### src/sv/rcfd_pkg.sv
// rcfd_pkg: shared types, constants and channel helpers for the rc frame decoder
// used by rcfd_cfg_regs, rcfd_collect, rcfd_decode and rc_frame_decoder_core
package rcfd_pkg;

  localparam int FRAME_LEN = 18;
  localparam int POS_W     = $clog2(FRAME_LEN);
  localparam logic [POS_W-1:0] LAST_POS = POS_W'(FRAME_LEN - 1);

  localparam int CFG_DATA_W = 11;
  localparam int CFG_IDX_W  = 2;
  localparam int OUT_DATA_W = 144;

  localparam logic [10:0] CENTER_RST = 11'd1024;
  localparam logic [10:0] VALID_RST  = 11'd660;
  localparam logic [6:0]  DEAD_RST   = 7'd6;
  localparam logic [9:0]  CLAMP_RST  = 10'd650;

  typedef enum logic [CFG_IDX_W-1:0] {
    CFG_CENTER = 2'd0,
    CFG_VALID  = 2'd1,
    CFG_DEAD   = 2'd2,
    CFG_CLAMP  = 2'd3
  } cfg_idx_e;

  typedef struct packed {
    logic [10:0] center;
    logic [10:0] valid_lim;
    logic [6:0]  dead;
    logic [9:0]  clamp;
  } cfg_t;

  // byte k of the frame sits at index k
  typedef logic [FRAME_LEN-1:0][7:0] frame_t;

  typedef struct packed {
    logic   vld;
    frame_t bytes;
  } frm_t;

  // magnitude of a 12-bit signed channel, never overflows for -2047..2047
  function automatic logic [11:0] mag12(input logic signed [11:0] v);
    logic [11:0] r;
    r = v[11] ? 12'(-v) : 12'(v);
    return r;
  endfunction

endpackage

### src/sv/rc_frame_decoder_core.sv
// rc_frame_decoder_core: one byte per cycle in; a decoded result leaves after the last byte
// of an 18-byte frame passes the shift line and then the held result registers.
// throughput: one byte per cycle; input stalls only while a finished result waits
// and another complete frame is pending behind it.
// reset: asynchronous active low; config returns to defaults, held outputs clear to zero,
// the byte position returns to idle.
module rc_frame_decoder_core (
  input  logic                                clk_i,
  input  logic                                rst_ni,
  input  logic                                s_axis_tvalid,
  output logic                                s_axis_tready,
  input  logic [7:0]                          s_axis_tdata,  // frame_byte [7:0]
  input  logic                                s_axis_tuser,  // frame_start [0]
  output logic                                m_axis_tvalid,
  input  logic                                m_axis_tready,
  // stick_right_x [10:0], stick_right_y [21:11], stick_left_x [32:22],
  // stick_left_y [43:33], wheel_channel [54:44], mouse_dx [70:55],
  // mouse_dy [86:71], mouse_dz [102:87], button_left [110:103],
  // button_right [118:111], key_bits [134:119], switch_pair [138:135], zeros above
  output logic [rcfd_pkg::OUT_DATA_W-1:0]     m_axis_tdata,
  input  logic                                cfg_we_i,
  input  logic [rcfd_pkg::CFG_IDX_W-1:0]      cfg_idx_i,
  input  logic [rcfd_pkg::CFG_DATA_W-1:0]     cfg_data_i
);
  import rcfd_pkg::*;

  cfg_t cfg;
  frm_t frm;
  logic take, free, acc;

  assign s_axis_tready = !frm.vld || free;
  assign acc           = s_axis_tvalid && s_axis_tready;

  rcfd_cfg_regs u_cfg (
    .clk_i      (clk_i),
    .rst_ni     (rst_ni),
    .cfg_we_i   (cfg_we_i),
    .cfg_idx_i  (cfg_idx_i),
    .cfg_data_i (cfg_data_i),
    .cfg_o      (cfg)
  );

  rcfd_collect u_collect (
    .clk_i   (clk_i),
    .rst_ni  (rst_ni),
    .acc_i   (acc),
    .byte_i  (s_axis_tdata),
    .start_i (s_axis_tuser),
    .take_i  (take),
    .frm_o   (frm)
  );

  rcfd_decode u_decode (
    .clk_i      (clk_i),
    .rst_ni     (rst_ni),
    .cfg_i      (cfg),
    .frm_i      (frm),
    .take_o     (take),
    .free_o     (free),
    .out_vld_o  (m_axis_tvalid),
    .out_rdy_i  (m_axis_tready),
    .out_data_o (m_axis_tdata)
  );

endmodule

### src/sv/rcfd_cfg_regs.sv
// rcfd_cfg_regs: configuration registers of the rc frame decoder
// depends on rcfd_pkg
module rcfd_cfg_regs (
  input  logic                           clk_i,
  input  logic                           rst_ni,
  input  logic                           cfg_we_i,
  input  logic [rcfd_pkg::CFG_IDX_W-1:0] cfg_idx_i,
  input  logic [rcfd_pkg::CFG_DATA_W-1:0] cfg_data_i,
  output rcfd_pkg::cfg_t                 cfg_o
);
  import rcfd_pkg::*;

  cfg_t cfg_q, cfg_d;

  always_comb begin
    cfg_d = cfg_q;
    if (cfg_we_i) begin
      unique case (cfg_idx_e'(cfg_idx_i))
        CFG_CENTER: cfg_d.center    = cfg_data_i[10:0];
        CFG_VALID:  cfg_d.valid_lim = cfg_data_i[10:0];
        CFG_DEAD:   cfg_d.dead      = cfg_data_i[6:0];
        CFG_CLAMP:  cfg_d.clamp     = cfg_data_i[9:0];
        default:    cfg_d = cfg_q;
      endcase
    end
  end

  always_ff @(posedge clk_i or negedge rst_ni) begin
    if (!rst_ni) begin
      cfg_q.center    <= CENTER_RST;
      cfg_q.valid_lim <= VALID_RST;
      cfg_q.dead      <= DEAD_RST;
      cfg_q.clamp     <= CLAMP_RST;
    end else begin
      cfg_q <= cfg_d;
    end
  end

  assign cfg_o = cfg_q;

endmodule

### src/sv/rcfd_collect.sv
// rcfd_collect: byte position counter and frame shift line
// depends on rcfd_pkg; hands a complete frame to rcfd_decode
module rcfd_collect (
  input  logic           clk_i,
  input  logic           rst_ni,
  input  logic           acc_i,
  input  logic [7:0]     byte_i,
  input  logic           start_i,
  input  logic           take_i,
  output rcfd_pkg::frm_t frm_o
);
  import rcfd_pkg::*;

  logic [POS_W-1:0]     pos_q, pos_d;
  logic                 vld_q, vld_d;
  logic [FRAME_LEN-1:0][7:0] line_q;

  always_comb begin
    pos_d = pos_q;
    vld_d = vld_q;
    if (take_i) vld_d = 1'b0;
    if (acc_i) begin
      if (start_i) begin
        pos_d = POS_W'(1);
      end else if (pos_q == '0) begin
        pos_d = pos_q; // idle, byte ignored
      end else if (pos_q == LAST_POS) begin
        pos_d = '0;
        vld_d = 1'b1;
      end else begin
        pos_d = pos_q + POS_W'(1);
      end
    end
  end

  always_ff @(posedge clk_i or negedge rst_ni) begin
    if (!rst_ni) begin
      pos_q <= '0;
      vld_q <= 1'b0;
    end else begin
      pos_q <= pos_d;
      vld_q <= vld_d;
    end
  end

  // newest byte enters at tap 0
  always_ff @(posedge clk_i) begin
    if (acc_i) line_q <= {line_q[FRAME_LEN-2:0], byte_i};
  end

  always_comb begin
    frm_o.vld = vld_q;
    for (int k = 0; k < FRAME_LEN; k++) begin
      frm_o.bytes[k] = line_q[FRAME_LEN-1-k];
    end
  end

endmodule

### src/sv/rcfd_decode.sv
// rcfd_decode: frame unpacking, channel checks and held result registers
// depends on rcfd_pkg; fed by rcfd_collect
module rcfd_decode (
  input  logic                              clk_i,
  input  logic                              rst_ni,
  input  rcfd_pkg::cfg_t                    cfg_i,
  input  rcfd_pkg::frm_t                    frm_i,
  output logic                              take_o,
  output logic                              free_o,
  output logic                              out_vld_o,
  input  logic                              out_rdy_i,
  output logic [rcfd_pkg::OUT_DATA_W-1:0]   out_data_o
);
  import rcfd_pkg::*;

  logic signed [10:0] chan_q [5];
  logic signed [10:0] chan_d [5];
  logic [15:0] mouse_q [3];
  logic [15:0] mouse_d [3];
  logic [7:0]  btn_l_q, btn_l_d, btn_r_q, btn_r_d;
  logic [15:0] keys_q, keys_d;
  logic [3:0]  sw_q, sw_d, last_sw_q, last_sw_d;
  logic        vld_q;

  frame_t             b;
  logic [1:0]         s1, s2;
  logic               reject, bad;
  logic [10:0]        raw [5];
  logic signed [11:0] ch [5];
  logic signed [11:0] chz [5];
  logic signed [11:0] clamp_s;

  assign free_o = !vld_q || out_rdy_i;
  assign take_o = frm_i.vld && free_o;

  always_comb begin
    b      = frm_i.bytes;
    s1     = b[5][7:6];
    s2     = b[5][5:4];
    reject = (s1 == 2'd0) || (s2 == 2'd0);

    raw[0] = {b[1][2:0], b[0]};
    raw[1] = {b[2][5:0], b[1][7:3]};
    raw[2] = {b[4][0], b[3], b[2][7:6]};
    raw[3] = {b[5][3:0], b[4][7:1]};
    raw[4] = {b[17][2:0], b[16]};

    bad = 1'b0;
    for (int i = 0; i < 5; i++) begin
      ch[i] = $signed({1'b0, raw[i]}) - $signed({1'b0, cfg_i.center});
    end
    for (int i = 0; i < 4; i++) begin
      if (mag12(ch[i]) > {1'b0, cfg_i.valid_lim}) bad = 1'b1;
    end

    clamp_s = $signed({2'b00, cfg_i.clamp});
    for (int i = 0; i < 5; i++) begin
      chz[i] = bad ? 12'sd0 : ch[i];
      if (mag12(chz[i]) <= {5'd0, cfg_i.dead}) chz[i] = 12'sd0;
    end
    for (int i = 0; i < 4; i++) begin
      if (chz[i] > clamp_s) chz[i] = clamp_s;
      else if (chz[i] < -clamp_s) chz[i] = -clamp_s;
    end
    // wheel is not clamped, only saturated to its field
    if (chz[4] > 12'sd1023) chz[4] = 12'sd1023;
    else if (chz[4] < -12'sd1024) chz[4] = -12'sd1024;

    for (int i = 0; i < 5; i++) chan_d[i] = chan_q[i];
    for (int i = 0; i < 3; i++) mouse_d[i] = mouse_q[i];
    btn_l_d   = btn_l_q;
    btn_r_d   = btn_r_q;
    keys_d    = keys_q;
    sw_d      = sw_q;
    last_sw_d = last_sw_q;

    if (take_o) begin
      if (reject) begin
        sw_d = last_sw_q;
      end else begin
        for (int i = 0; i < 5; i++) chan_d[i] = chz[i][10:0];
        for (int i = 0; i < 3; i++) mouse_d[i] = {b[7+2*i], b[6+2*i]};
        btn_l_d   = b[12];
        btn_r_d   = b[13];
        keys_d    = {b[15], b[14]};
        sw_d      = bad ? 4'd0 : {s1, s2};
        last_sw_d = bad ? 4'd0 : {s1, s2};
      end
    end
  end

  always_ff @(posedge clk_i or negedge rst_ni) begin
    if (!rst_ni) begin
      for (int i = 0; i < 5; i++) chan_q[i] <= '0;
      for (int i = 0; i < 3; i++) mouse_q[i] <= '0;
      btn_l_q   <= '0;
      btn_r_q   <= '0;
      keys_q    <= '0;
      sw_q      <= '0;
      last_sw_q <= '0;
      vld_q     <= 1'b0;
    end else begin
      for (int i = 0; i < 5; i++) chan_q[i] <= chan_d[i];
      for (int i = 0; i < 3; i++) mouse_q[i] <= mouse_d[i];
      btn_l_q   <= btn_l_d;
      btn_r_q   <= btn_r_d;
      keys_q    <= keys_d;
      sw_q      <= sw_d;
      last_sw_q <= last_sw_d;
      if (take_o) vld_q <= 1'b1;
      else if (out_rdy_i) vld_q <= 1'b0;
    end
  end

  // held values only change on a take, which waits for the output to be free
  assign out_vld_o  = vld_q;
  assign out_data_o = {5'd0, sw_q, keys_q, btn_r_q, btn_l_q,
                       mouse_q[2], mouse_q[1], mouse_q[0],
                       chan_q[4], chan_q[3], chan_q[2], chan_q[1], chan_q[0]};

endmodule

### config.mk
export PLATFORM = sky130hd
export DESIGN_NAME = rc_frame_decoder_core
export DESIGN_NICKNAME = d
export VERILOG_FILES = /design/src/sv/rcfd_pkg.sv /design/src/sv/rc_frame_decoder_core.sv /design/src/sv/rcfd_cfg_regs.sv /design/src/sv/rcfd_collect.sv /design/src/sv/rcfd_decode.sv
export SDC_FILE = /design/constraint.sdc
export NUM_CORES = 1
export LEC_CHECK = 0
export CAP_MARGIN = 0
export CORE_MARGIN = 1
export CORE_UTILIZATION = 40
export CTS_BUF_LIST = sky130_fd_sc_hd__clkbuf_8
export DETAILED_ROUTE_END_ITERATION = 10
export DONT_BUFFER_PORTS = 1
export REMOVE_ABC_BUFFERS = 1
export SYNTH_ARGS = -nofsm -noshare
export SYNTH_HDL_FRONTEND = slang
export SYNTH_SLANG_ARGS = --single-unit
export TNS_END_PERCENT = 50
### constraint.sdc
create_clock -name clk_i -period 29.2 [get_ports clk_i]
set_input_delay 1.46 -clock clk_i [delete_from_list [all_inputs] [get_ports clk_i]]
set_output_delay 1.46 -clock clk_i [all_outputs]
set_load 0.03 [all_outputs]
== Word level (Yosys, flattened, before mapping) ==
Cells that the tools add are included.
W data, S select, Z words.
Word-level totals
  bits in registers: 329
  input bits: 27
  output and inout port bits: 146
  logic and storage cells: 141
Operators by class
  add/sub/neg operators: 16
  magnitude comparators: 19
  equal/unequal tests: 5
  mux-type cells: 45
  bitwise gates (word level): 1
  reduce and logical (&&, ||, !) cells: 18
Operators with widths (number)
  $mux W12: 19
  $mux W11: 10
  $neg A12 Y12: 9
  $gt A12 B11 Y1: 8
  $le A12 B7 Y1: 5
  $sub A11 B11 Y12: 5
  $lt A12 B12 Y1: 4
  $mux W5: 3
  $gt A12 B11 Y1 const B: 1
  $lt A12 B11 Y1 const B: 1
  $neg A10 Y12: 1
  $reduce_and A2 Y1: 6
  $mux W1: 11
  $mux W4: 2
  $logic_not A2 Y1: 3
  $add A5 B1 Y5 const B: 1
  $eq A5 B5 Y1 const B: 1
  $logic_not A5 Y1: 1
  $eq A2 B2 Y1 const B: 2
  $logic_or A1 B1 Y1: 3
  $eq A2 B1 Y1 const B: 1
  $logic_and A1 B1 Y1: 2
  $logic_not A1 Y1: 2
  $ne A2 B2 Y1 const B: 1
  other kinds (2): 2

== Longest topological paths before layout ==
Gate-level depths: netlist (run 1).
  depth in word-level cells: 16
  depth in mapped cells: 50
  mapped depth without buffers: 48

== Modules after synthesis ==
Synthesis (run 1) repeated with hierarchy kept, for this count alone.
Second synthesis, totals
  cell total of the unflattened synthesis: 2176
  area, all modules: 21348.0 um^2
By module, submodules not included
  rcfd_decode: instances 1, cells each 1906, area each 15107.0 um^2, sequential area each 3503.4 um^2
  rcfd_collect: instances 1, cells each 184, area each 4725.8 um^2, sequential area each 4474.3 um^2
  rcfd_cfg_regs: instances 1, cells each 84, area each 1492.7 um^2, sequential area each 989.7 um^2
  rc_frame_decoder_core: instances 1, cells each 2, area each 22.5 um^2, sequential area each 0.0 um^2

== Worst setup path before layout (run 1) ==
No wires, ideal clock.
  kind: register to register
  from: register u_cfg.cfg_q, in the netlist u_cfg.cfg_o[29]
  to: register u_decode.chan_q, in the netlist u_decode.out_data_o[33]
  data arrival time: 9.160 ns
  data required time: 29.059 ns
  setup slack: 19.899 ns
  stages on the path, launching flop included: 48
  path buffers: 5
  clock period less this slack: 9.301 ns
  cell sequence: dfrtp_1 inv_1 ha_1 nor2_1 a21o_1 a211o_1 a311oi_2 clkbuf_1 clkbuf_1 mux2_2 ha_1 nand2b_1 a21oi_1 o21a_1 o41ai_1 o31ai_1 a211oi_1 nand3_1 [12 not listed] o21ai_0 a21oi_1 or4_1 nand3_1 clkbuf_1 nor2_1 ha_1 nor2b_1 o21a_1 o21a_1 o21ai_0 a21oi_1 o21ai_0 a21o_1 clkbuf_1 a2111oi_0 a21oi_1 a31oi_1
On the way
  word-level cells in the longest chain between the ends: 16
  elaborated cells on any way between the ends: 29
  those cells by class: add/sub: 9; order compare: 7; mux: 13
Ends and longest elaborated chain
  from (decl): RTL line rcfd_cfg_regs.sv:13  | cfg_t cfg_q, cfg_d;
  from (signal assigned): RTL line rcfd_cfg_regs.sv:35  | cfg_q <= cfg_d;
  $sub A11 B11 Y12: RTL line rcfd_decode.sv:50  | ch[i] = $signed({1'b0, raw[i]}) - $signed({1'b0, cfg_i.center});
  $neg A12 Y12: RTL line rcfd_pkg.sv:43  | r = v[11] ? 12'(-v) : 12'(v);
  $mux W12: RTL line rcfd_pkg.sv:43
  $gt A12 B11 Y1: RTL line rcfd_decode.sv:53  | if (mag12(ch[i]) > {1'b0, cfg_i.valid_lim}) bad = 1'b1;
  $mux W1 (4 in a row): RTL line rcfd_decode.sv:53
  $mux W12 (*): RTL line rcfd_decode.sv:58  | chz[i] = bad ? 12'sd0 : ch[i];
  $neg A12 Y12: RTL line rcfd_pkg.sv:43
  $mux W12: RTL line rcfd_pkg.sv:43
  $le A12 B7 Y1: RTL line rcfd_decode.sv:59  | if (mag12(chz[i]) <= {5'd0, cfg_i.dead}) chz[i] = 12'sd0;
  $mux W12 (*): RTL line rcfd_decode.sv:59
  $lt A12 B12 Y1: RTL line rcfd_decode.sv:63  | else if (chz[i] < -clamp_s) chz[i] = -clamp_s;
  $mux W11: RTL line rcfd_decode.sv:63
  $mux W11 (*): RTL line rcfd_decode.sv:62  | if (chz[i] > clamp_s) chz[i] = clamp_s;
  to (decl): RTL line rcfd_decode.sv:16  | logic signed [10:0] chan_q [5];
Mark *: on every way between the ends. The rest lies on a longest branch, timed or not.
A chain may end at the register's enable or synchronous reset.

== Worst setup path after layout (run 1) ==
  from: register u_cfg.cfg_q, in the netlist u_cfg.cfg_o[29]
  to: register u_decode.chan_q, in the netlist u_decode.out_data_o[27]
The elaborated chain is that of the path after synthesis.

==> summary.md, run 1 <==
## Run status
- **result of the run** finished clean

## Global route
- **pin count of the biggest net entering global routing** 186
- **GRT Total Usage** 23.90%
- **global-route wire length before repair** 98,770 um
- **sum of overflow across all layers after global routing** 0
- **via count of the first global-routing pass** 16,770
- **number of antenna violations at the first check in global routing** 1

## Layout
- **top library cells by usage in the layout, fill and taps aside** sky130_fd_sc_hd__nand2_1, sky130_fd_sc_hd__ha_1, sky130_fd_sc_hd__dfrtp_1
- **# nets final** 2,479
- **leading cell type in the layout, fill and taps excluded** sky130_fd_sc_hd__nand2_1
- **fin area** 23,220 sq um
- **layout-stage area growth over the synthesis result** 8.750%
- **fraction of final layout cells sized beyond drive strength 1** 9.276%
- **final instance count without filler cells** 2,952
- **Inserted Diodes** 0
- **final standard cell utilization of the core** 44.09%
- **final-layout fill cell count** 5,067

## Placement
- **half-perimeter wire length of the detailed placement result** 48,480 um
- **placer congestion estimate** 0.9501
- **Area after DPL** 22,040 sq um
- **number of placed instances with taps included** 2,846
- **count of input and output buffers** 0

## Yosys
- **number of flops mapped to enable cells by yosys** 144
- **post-synthesis cell type count** 109
- **cell count after synthesis** 2,213
- **sequential element share of the synthesized area** 42.00%
- **synthesized cell area** 21,350 sq um
- **main flop type after synthesis** sky130_fd_sc_hd__dfrtp_1
- **count of state elements after synthesis** 329
- **Synth Area per Inst** 9.647 sq um
- **asr flop ratio synth** 56.23%
- **total of warnings raised by yosys** 0

## Timing
- **minimum clock period after layout** 10.96 ns
- **maximum clock frequency** 91.23 MHz
- **slew at the pin closest to its max-slew limit** 1.151 ns
- **final setup TNS** 0 ns
- **Setup Viol. Count Final** 0
- **Relative slew margins** 22.83%
- **final hold violations** 0
- **Slew Viols, Final** 0
- **Clock Skew** 0.04120 ns
- **unrepaired setup endpoints after global routing** no
- **final period utilization** 37.54%

## CTS
- **Hold Buf Count CTS** 0
- **worst skew pair latency** 0.66 ns
- **# clock sinks** 329
- **CTS resizes** 0
- **depth of the CTS H-tree** 2
- **TritonCTS clock tree** done
- **clock transition at the registers of the reported paths** 0.06 ns
- **number of buffers between clock root and the deepest sink** 3
- **Post-CTS Setup Bufs** 0
- **root buffer cell** sky130_fd_sc_hd__clkbuf_8
- **clock buffer count from CTS** 56

## Route
- **Vias** 16,970
- **number of DRC violations after detailed-routing iteration 0** 1,420
- **post-detailed-route count of antenna-violating nets** 0
- **final routed DRC violation total** 0
- **routed len/inst** 21.95 um
- **Avg Vias per Cell** 5.750
- **total wire length after detailed routing** 64,780 um
- **DRT Pass-1 Iters** 5

## Setup path
- **critical path startpoint category** register
- **R2R Path Start** u_cfg.cfg_o[29]$_DFFE_PN0P_
- **critical-path cell with the highest stage delay** sky130_fd_sc_hd__xnor2_1
- **timing startpoint of the critical path** u_cfg.cfg_o[29]$_DFFE_PN0P_
- **worst-path fanout max** 18
- **Crit path required time** 29.77 ns
- **critical path capture point type** register
- **arrival time of data at the critical path endpoint** 11.53 ns
- **Setup CP Type** reg2reg
- **Slowest Stage Delay on Critical Path** 0.72 ns

## Power and ir drop
- **pwr dens** 96.10 nW/um^2
- **Peak supply drop** 0.00004197 V
- **overall power** 2231 uW
- **cell leakage power** 0.01022 uW

## Floorplan
- **effective utilization at floorplan** 40.55%
- **area inside the core boundary** 52,660 sq um
- **number of core rows** 84
- **io pins** 173
- **die outline height** 233.0 um
- **die width** 233.0 um
- **Die Area** 54,300 sq um

## Min path
- **class of the most critical hold timing path** reg2reg
- **HP Start** u_collect.frm_o[139]$_DFFE_PP_

## Run
- **MaxCap Viol Count** 0

## metrics by stage
step	hold WS [ns]	setup slack, ns
6_report	0.4182	18.24
3_3_place_gp	0.4005	18.56
4_1_cts	0.4198	18.39
3_5_place_dp	0.4045	18.41
2_1_floorplan	0.4003	17.28
5_1_grt	0.4331	17.43
## cells in the mapped netlist (13+ instances only)
cell / n / area share (%)
sky130_fd_sc_hd__nor3_1: 40 / 0.94
sky130_fd_sc_hd__clkbuf_1: 56 / 0.98
sky130_fd_sc_hd__and3_1: 28 / 0.82
sky130_fd_sc_hd__nand3_1: 56 / 1.3
sky130_fd_sc_hd__a21o_1: 29 / 1.0
sky130_fd_sc_hd__o21a_1: 44 / 1.5
sky130_fd_sc_hd__a21oi_1: 97 / 2.3
sky130_fd_sc_hd__nand2_1: 414 / 7.3
sky130_fd_sc_hd__nand2b_1: 16 / 0.47
sky130_fd_sc_hd__o31ai_1: 24 / 0.84
sky130_fd_sc_hd__o21ai_0: 82 / 1.9
sky130_fd_sc_hd__edfxtp_1: 144 / 20
sky130_fd_sc_hd__nor2_1: 158 / 2.8
sky130_fd_sc_hd__o221ai_1: 13 / 0.53
sky130_fd_sc_hd__a211oi_1: 13 / 0.46
sky130_fd_sc_hd__inv_1: 96 / 1.7
sky130_fd_sc_hd__o211ai_1: 44 / 1.5
sky130_fd_sc_hd__nor2b_1: 35 / 1.0
sky130_fd_sc_hd__nand4_1: 17 / 0.50
sky130_fd_sc_hd__xor2_1: 22 / 0.90
sky130_fd_sc_hd__dfrtp_1: 174 / 20
sky130_fd_sc_hd__or2_2: 13 / 0.38
sky130_fd_sc_hd__xnor2_1: 69 / 2.8
sky130_fd_sc_hd__mux2_2: 32 / 1.7
sky130_fd_sc_hd__ha_1: 231 / 14
## worst paths after layout
kind	to	cells past startpoint	slack, ns
setup / recovery	u_decode.out_data_o[27]$_DFFE_PN0P_	45	18.24
hold / removal	u_collect.frm_o[131]$_DFFE_PP_	0	0.42
setup reg to reg	u_decode.out_data_o[27]$_DFFE_PN0P_	45	18.24
hold reg to reg	u_collect.frm_o[131]$_DFFE_PP_	0	0.42
max in group asynchronous	u_collect.pos_q[2]$_DFFE_PN0P_	0	28.20
min in group asynchronous	u_decode.out_data_o[7]$_DFFE_PN0P_	0	0.51
## layer usage
metal  GRT usage (%)  vias to the layer above  wire length (um)  part of all wire, %
li1                -                     8045                 -                    -
met5               0                        -                 0                    0
met2           37.51                      611             29050                   45
met3           5.184                      135              4747                  7.3
met4           10.03                        0              2567                  4.0
met1           31.73                     8182             28420                   44
## power by group
group	switching, uW	internal, uW	leakage [uW]
sequential	66.1	527	0.00380
clock	199	227	0.000664
combinational	773	439	0.00575
## worst max-delay path: cells and delay by family (launching register included)
kind,cells,cell delay [ns]
AND/OR/NAND/NOR,15,2.78
buffers and inverters,2,0.73
adder cells (fa/ha/maj),5,1.61
flip-flops,1,0.36
AO/OA/AOI/OAI,20,4.35
XOR/XNOR,3,1.03
## kinds of logic after synthesis
| group | count (synthesis) | synth area share [%] |
|---|---|---|
| simple gates | 859 | 18.45 |
| mux | 39 | 2.022 |
| compound gates | 480 | 16.24 |
| flops | 329 | 42.00 |
| fa+ha+maj | 236 | 14.01 |
| other cells | 1 | 0.01757 |
| buf+inv | 176 | 3.376 |
| xor+xnor | 93 | 3.886 |
## cell type report
type / instances / area [sq um] / share of cell area (%)
inverters: 96 / 365.4 / 1.574
multi-input cells: 1712 / 11690 / 50.36
repair buffers: 21 / 157.7 / 0.6790
clock inverters: 36 / 211.5 / 0.9108
well taps: 688 / 860.8 / 3.708
flip-flops and latches: 329 / 8967 / 38.62
clock buffers: 70 / 963.4 / 4.150
## flip-flops by register name, summed over array words and instances, names as in the netlist
| signal | count |
|---|---|
| u_collect.frm_o | 144 |
| u_decode.out_data_o | 103 |
| u_cfg.cfg_o | 39 |
| u_decode.keys_q | 16 |
| u_decode.btn_l_q | 8 |
| u_decode.btn_r_q | 8 |
| u_collect.pos_q | 5 |
| u_decode.sw_q | 4 |
| u_collect.vld_q | 1 |
| u_decode.out_vld_o | 1 |
Power figures use the tool's default switching activity.
==> run 2: changes to the inputs <==
- ABC_AREA: not set -> 1
- clock period: 29.2 -> 9.4 ns (I/O delays scaled with it)
==> summary.md, run 2 <==
## Run status
- **result of the run** finished clean

## Setup path
- **Crit path required time** 9.95 ns
- **Setup CP Type** reg2reg
- **most frequent cell on the critical path** sky130_fd_sc_hd__nand2_1
- **arrival time of data at the critical path endpoint** 9.26 ns
- **critical path startpoint category** register
- **critical-path cell with the highest stage delay** sky130_fd_sc_hd__dfrtp_1
- **worst-path fanout max** 15
- **critical path capture point type** register
- **Slowest Stage Delay on Critical Path** 0.40 ns

## Min path
- **class of the most critical hold timing path** in2reg

## Layout
- **final instance count without filler cells** 3,630
- **top library cells by usage in the layout, fill and taps aside** sky130_fd_sc_hd__nand2_1, sky130_fd_sc_hd__inv_1, sky130_fd_sc_hd__ha_1
- **max reg flops** 144
- **leading cell type in the layout, fill and taps excluded** sky130_fd_sc_hd__nand2_1
- **# nets final** 3,150
- **final standard cell utilization of the core** 46.00%
- **layout-stage area growth over the synthesis result** 12.78%
- **final-layout fill cell count** 5,375
- **fraction of final layout cells sized beyond drive strength 1** 9.816%
- **Inserted Diodes** 0
- **fin area** 24,900 sq um

## Route
- **Avg Vias per Cell** 5.234
- **Vias** 19,000
- **post-detailed-route count of antenna-violating nets** 0
- **final routed DRC violation total** 0
- **total wire length after detailed routing** 66,970 um
- **DRT Pass-1 Iters** 5
- **routed len/inst** 18.45 um
- **number of DRC violations after detailed-routing iteration 0** 1,221

## Yosys
- **dominant cell type by area after synthesis** sky130_fd_sc_hd__dfrtp_1
- **sequential element share of the synthesized area** 40.61%
- **synthesized cell area** 22,080 sq um
- **Synth Area per Inst** 7.825 sq um
- **number of flops mapped to enable cells by yosys** 144
- **cell count after synthesis** 2,822
- **count of state elements after synthesis** 329
- **biggest area contributors in the synthesized netlist** sky130_fd_sc_hd__dfrtp_1, sky130_fd_sc_hd__edfxtp_1, sky130_fd_sc_hd__nand2_1
- **total of warnings raised by yosys** 0
- **main flop type after synthesis** sky130_fd_sc_hd__dfrtp_1
- **asr flop ratio synth** 56.23%
- **post-synthesis cell type count** 59
- **leading cell types by count after synthesis** sky130_fd_sc_hd__nand2_1, sky130_fd_sc_hd__inv_1, sky130_fd_sc_hd__ha_1
- **count leader, synth** sky130_fd_sc_hd__nand2_1
- **proportion of netlist area held by the largest area contributor** 19.72%

## Placement
- **Area after DPL** 22,810 sq um
- **half-perimeter wire length of the detailed placement result** 50,730 um
- **number of placed instances with taps included** 3,476
- **placer congestion estimate** 0.9626
- **count of input and output buffers** 0

## Timing
- **slew at the pin closest to its max-slew limit** 1.021 ns
- **Relative slew margins** 31.95%
- **final period utilization** 92.60%
- **Setup Viol. Count Final** 0
- **Slew Viols, Final** 0
- **Clock Skew** 0.04736 ns
- **maximum clock frequency** 114.9 MHz
- **final setup TNS** 0 ns
- **minimum clock period after layout** 8.705 ns
- **final hold violations** 0

## CTS
- **clock transition at the registers of the reported paths** 0.06 ns
- **clock buffer count from CTS** 56
- **worst skew pair latency** 0.70 ns
- **TritonCTS clock tree** done
- **# clock sinks** 329
- **number of buffers between clock root and the deepest sink** 3
- **depth of the CTS H-tree** 2
- **root buffer cell** sky130_fd_sc_hd__clkbuf_8

## Power and ir drop
- **cell leakage power** 0.01309 uW
- **net switching component of the power** 2711 uW
- **sequential share of power** 32.7%
- **pwr dens** 240.6 nW/um^2
- **Internal Power** 3281 uW
- **fraction of power consumed by the clock network** 22.0%
- **combinational cell fraction of total power** 45.4%
- **fraction of power spent switching nets** 45.24%
- **Peak supply drop** 0.0001410 V

## Floorplan
- **Die Area** 56,150 sq um
- **die width** 237.0 um
- **die outline height** 237.0 um
- **io pins** 173
- **area inside the core boundary** 54,130 sq um
- **effective utilization at floorplan** 40.79%
- **number of core rows** 85

## Global route
- **GRT Total Usage** 23.60%
- **sum of overflow across all layers after global routing** 0
- **pin count of the biggest net entering global routing** 186
- **global-route wire length before repair** 103,300 um
- **via count of the first global-routing pass** 18,500
- **number of antenna violations at the first check in global routing** 0

## Run
- **MaxCap Viol Count** 0

-- run 2: cell count changes after synthesis, sizes merged, moves of 27 or more --
| cell | change |
|---|---|
| nor2 | +41 |
| nand2 | +524 |
| mux2 | -32 |
| o211ai | -27 |
| nand3 | +154 |
| xnor2 | -63 |
| and3 | -28 |
| inv | +281 |
| o21a | -34 |
| nor2b | -35 |
| xor2 | +33 |
-- run 2: cells by family (layout without fill, tap and decap cells) --
kind of cell             Yosys count  in the layout  synth area share [%]
AO/OA/AOI/OAI                    314            314                 8.267
XOR/XNOR                          63             63                 2.601
adder cells (fa/ha/maj)          236            236                 13.54
buffers and inverters            463            570                 8.386
flip-flops                       329            329                 40.61
multiplexers                       1              1               0.05099
other                              1              5               0.01698
AND/OR/NAND/NOR                 1415           1416                 26.52
-- run 2: worst paths after layout --
path	from	end	slack, ns	depth (start not counted)
hold reg to reg	u_collect.frm_o[142]$_DFFE_PP_	u_collect.frm_o[134]$_DFFE_PP_	0.42	0
setup reg to reg	u_cfg.cfg_o[32]$_DFFE_PN0P_	u_decode.out_data_o[16]$_DFFE_PN0P_	0.70	58
min in group asynchronous	rst_ni	u_decode.out_data_o[8]$_DFFE_PN0P_	0.49	2
hold / removal	cfg_data_i[9]	u_cfg.cfg_o[9]$_DFFE_PN1P_	0.03	2
setup / recovery	u_cfg.cfg_o[32]$_DFFE_PN0P_	u_decode.out_data_o[16]$_DFFE_PN0P_	0.70	58
max in group asynchronous	rst_ni	u_decode.btn_r_q[6]$_DFFE_PN0P_	8.08	2
-- run 2: area by class of cell --
cell class / count / area (sq um) / share of cell area, %
clock buffer: 64 / 880.8 / 3.537
clock inverter: 41 / 274.0 / 1.100
inverter: 386 / 1504 / 6.039
multi-input combinational: 2035 / 11680 / 46.92
sequential: 329 / 8969 / 36.01
tap: 696 / 870.8 / 3.497
timing repair buffer: 78 / 713.2 / 2.864
timing repair inverter: 1 / 7.507 / 0.03015
-- run 2: metal layers --
metal,wire (um),GRT usage (%),up-vias
met5,0,0,-
met4,1603,6.867,0
met3,4360,4.500,99
met2,30610,38.07,537
met1,30390,32.09,9065
li1,-,-,9297
-- run 2: through the flow --
step                      total power, uW  hold slack (ns)  setup WS (ns)
final                                5993          0.02660         0.6954
after global routing                 6448          0.02615       -0.07972
after CTS                            5859        0.0009269        0.09292
after detailed placement             4486           0.1859         0.1427
after global placement               4446           0.1848         0.2280
after floorplan                      3726           0.1744         0.6998
-- run 2: what timing repair did --
action,4_1_cts,5_1_grt
resized for setup,0,103
setup endpoints to repair,0,44
endpoints found under the hold margin,199,0
hold buffers,14,0
buffers inserted,0,33
-- run 2: worst max-delay path: cells and delay by family, from the launching register on --
| kind | cells | cell delay [ns] |
|---|---|---|
| AO/OA/AOI/OAI | 15 | 2.14 |
| XOR/XNOR | 1 | 0.18 |
| adder cells (fa/ha/maj) | 4 | 1.16 |
| buffers and inverters | 10 | 1.47 |
| flip-flops | 1 | 0.40 |
| multiplexers | 1 | 0.38 |
| AND/OR/NAND/NOR | 27 | 2.84 |
-- run 2: power by group through the flow --
stage	registers (uW)	logic [uW]	clock network [uW]
after global placement	1970	2470	0
after CTS	1950	2550	1360
final	1960	2720	1320
after detailed placement	1980	2510	0
after floorplan	1930	1800	0
after global routing	1980	3060	1410
==> run 3: changes to the inputs <==
- CELL_PAD_IN_SITES_DETAIL_PLACEMENT: not set -> 2
- CELL_PAD_IN_SITES_GLOBAL_PLACEMENT: not set -> 2
- CORE_UTILIZATION: 40 -> 36
- PLACE_DENSITY_LB_ADDON: not set -> 0.1
==> summary.md, run 3 (same netlist as run 2, synthesis figures left out) <==
## Placement
- **count of input and output buffers** 0
- **number of placed instances with taps included** 3,567
- **placer congestion estimate** 0.8912
- **half-perimeter wire length of the detailed placement result** 62,270 um

## CTS
- **depth of the CTS H-tree** 2
- **clock buffer count from CTS** 57
- **TritonCTS clock tree** done
- **worst skew pair latency** 0.68 ns
- **root buffer cell** sky130_fd_sc_hd__clkbuf_8
- **clock transition at the registers of the reported paths** 0.06 ns
- **number of buffers between clock root and the deepest sink** 3
- **# clock sinks** 329

## Min path
- **count of cells along the worst hold path** 2
- **hold endpoint** u_cfg.cfg_o[1]$_DFFE_PN1P_
- **HP Start** cfg_data_i[1]
- **class of the most critical hold timing path** in2reg

## Global route
- **pin count of the biggest net entering global routing** 186
- **GRT Total Usage** 25.99%
- **via count of the first global-routing pass** 21,950
- **global-route wire length before repair** 125,400 um
- **number of antenna violations at the first check in global routing** 3
- **sum of overflow across all layers after global routing** 0

## Setup path
- **arrival time of data at the critical path endpoint** 9.40 ns
- **slack of the worst reg-to-reg path** 0.55 ns
- **critical path capture point type** register
- **R2R Path Start** u_cfg.cfg_o[29]$_DFFE_PN0P_
- **r2r worst-path depth** 57
- **worst-path fanout max** 13
- **critical-path cell with the highest stage delay** sky130_fd_sc_hd__fa_1
- **critical path startpoint category** register
- **Setup CP Type** reg2reg
- **Crit Reg-Reg Endpoint** u_decode.out_data_o[15]$_DFFE_PN0P_
- **most frequent cell on the critical path** sky130_fd_sc_hd__nand2_1
- **Crit path required time** 9.95 ns
- **Slowest Stage Delay on Critical Path** 0.49 ns

## Timing
- **final hold violations** 0
- **Clock Skew** 0.04641 ns
- **slew at the pin closest to its max-slew limit** 1.607 ns
- **hold slack final** 0.09304 ns
- **final period utilization** 94.13%
- **maximum clock frequency** 113.0 MHz
- **Setup Viol. Count Final** 0
- **Slew Viols, Final** 62
- **final setup TNS** 0 ns
- **Relative slew margins** -7.162%
- **minimum clock period after layout** 8.848 ns

## Route
- **number of DRC violations after detailed-routing iteration 0** 771
- **Avg Vias per Cell** 5.279
- **final routed DRC violation total** 0
- **Vias** 19,740
- **total wire length after detailed routing** 82,240 um
- **routed len/inst** 22.00 um
- **post-detailed-route count of antenna-violating nets** 0
- **DRT Pass-1 Iters** 5

## Layout
- **layout-stage area growth over the synthesis result** 14.14%
- **leading cell type in the layout, fill and taps excluded** sky130_fd_sc_hd__nand2_1
- **final instance count without filler cells** 3,739
- **top library cells by usage in the layout, fill and taps aside** sky130_fd_sc_hd__nand2_1, sky130_fd_sc_hd__inv_1, sky130_fd_sc_hd__ha_1
- **final standard cell utilization of the core** 41.68%
- **max reg flops** 144
- **# nets final** 3,170
- **fraction of final layout cells sized beyond drive strength 1** 10.86%

## Run
- **MaxCap Viol Count** 0

## Floorplan
- **effective utilization at floorplan** 36.52%
- **Die Area** 62,330 sq um
- **die outline height** 249.7 um
- **number of core rows** 90
- **die width** 249.7 um
- **io pins** 173
- **area inside the core boundary** 60,470 sq um

## Power and ir drop
- **Peak supply drop** 0.0001222 V
- **cell leakage power** 0.01323 uW
- **overall power** 6307 uW
- **pwr dens** 250.2 nW/um^2

## Run status
- **result of the run** complete, but fails checks
- **violations in the final reports** slew limit

run 3: changes by cell type in the layout (fill, tap and decap cells not counted), sizes merged:
cell,previous run,this run
buf,65,81
bufinv,2,3
clkbuf,64,66
clkinv,15,10
diode,0,2
inv,396,402
nand3,212,213
run 3: critical path: cells and delay by family, from the launching register on:
family	cells	cell delay (ns)
flip-flops	1	0.42
buffers and inverters	7	0.88
multiplexers	1	0.26
XOR/XNOR	2	0.54
AO/OA/AOI/OAI	18	2.60
adder cells (fa/ha/maj)	5	1.62
AND/OR/NAND/NOR	24	2.37
run 3: per-layer routing:
| metal | part of all wire, % | vias to the layer above | GRT usage [%] |
|---|---|---|---|
| met1 | 43 | 9969 | 31.81 |
| met2 | 50 | 309 | 45.67 |
| met4 | 3.0 | 0 | 9.489 |
| li1 | - | 9343 | - |
| met3 | 3.7 | 118 | 4.318 |
| met5 | 0 | - | 0 |
run 3: how the worst max path moves through the flow:
stage / start / end / slack, ns / cells past startpoint
after floorplan: u_cfg.cfg_o[29]$_DFFE_PN0P_ / u_decode.out_data_o[1]$_DFFE_PN0P_ / 0.70 / 57
after global placement: u_cfg.cfg_o[34]$_DFFE_PN0P_ / u_decode.out_data_o[23]$_DFFE_PN0P_ / 0.16 / 63
after detailed placement: u_cfg.cfg_o[34]$_DFFE_PN0P_ / u_decode.out_data_o[23]$_DFFE_PN0P_ / -0.23 / 65
after CTS: u_cfg.cfg_o[32]$_DFFE_PN0P_ / u_decode.out_data_o[23]$_DFFE_PN0P_ / 0.0008 / 67
after global routing: u_cfg.cfg_o[29]$_DFFE_PN0P_ / u_decode.out_data_o[23]$_DFFE_PN0P_ / -0.09 / 61
final: u_cfg.cfg_o[29]$_DFFE_PN0P_ / u_decode.out_data_o[15]$_DFFE_PN0P_ / 0.55 / 57
run 3: final cells by class:
cell class,instances,area [sq um]
inverter,386,1511
multi-input combinational,2036,11710
timing repair inverter,3,20.02
fill,6899,35270
antenna,2,5.005
clock buffer,66,908.4
tap,782,978.4
timing repair buffer,94,832.0
sequential,329,8969
clock inverter,41,269.0
run 3: power breakdown:
group	leakage [uW]	internal [uW]	switching, uW
combinational	0.00866	972	2010
sequential	0.00386	1660	299
clock	0.000715	728	636
run 3: through the flow:
| stage | instance area [sq um] | setup WS (ns) |
|---|---|---|
| global placement | 22970 | 0.1633 |
| global route | 25200 | -0.09461 |
| floorplan | 21690 | 0.6998 |
| CTS | 24400 | 0.0008420 |
| finish | 25200 | 0.5515 |
| detailed placement | 22970 | -0.2254 |
run 3: what timing repair did:
action / 4_1_cts / 5_1_grt
setup endpoints to repair: 29 / 44
hold buffers: 14 / 0
pin swaps: 0 / 15
setup buffers: 4 / 39
cloned: 1 / 5
gates resized for setup: 15 / 122
endpoints found under the hold margin: 198 / 0
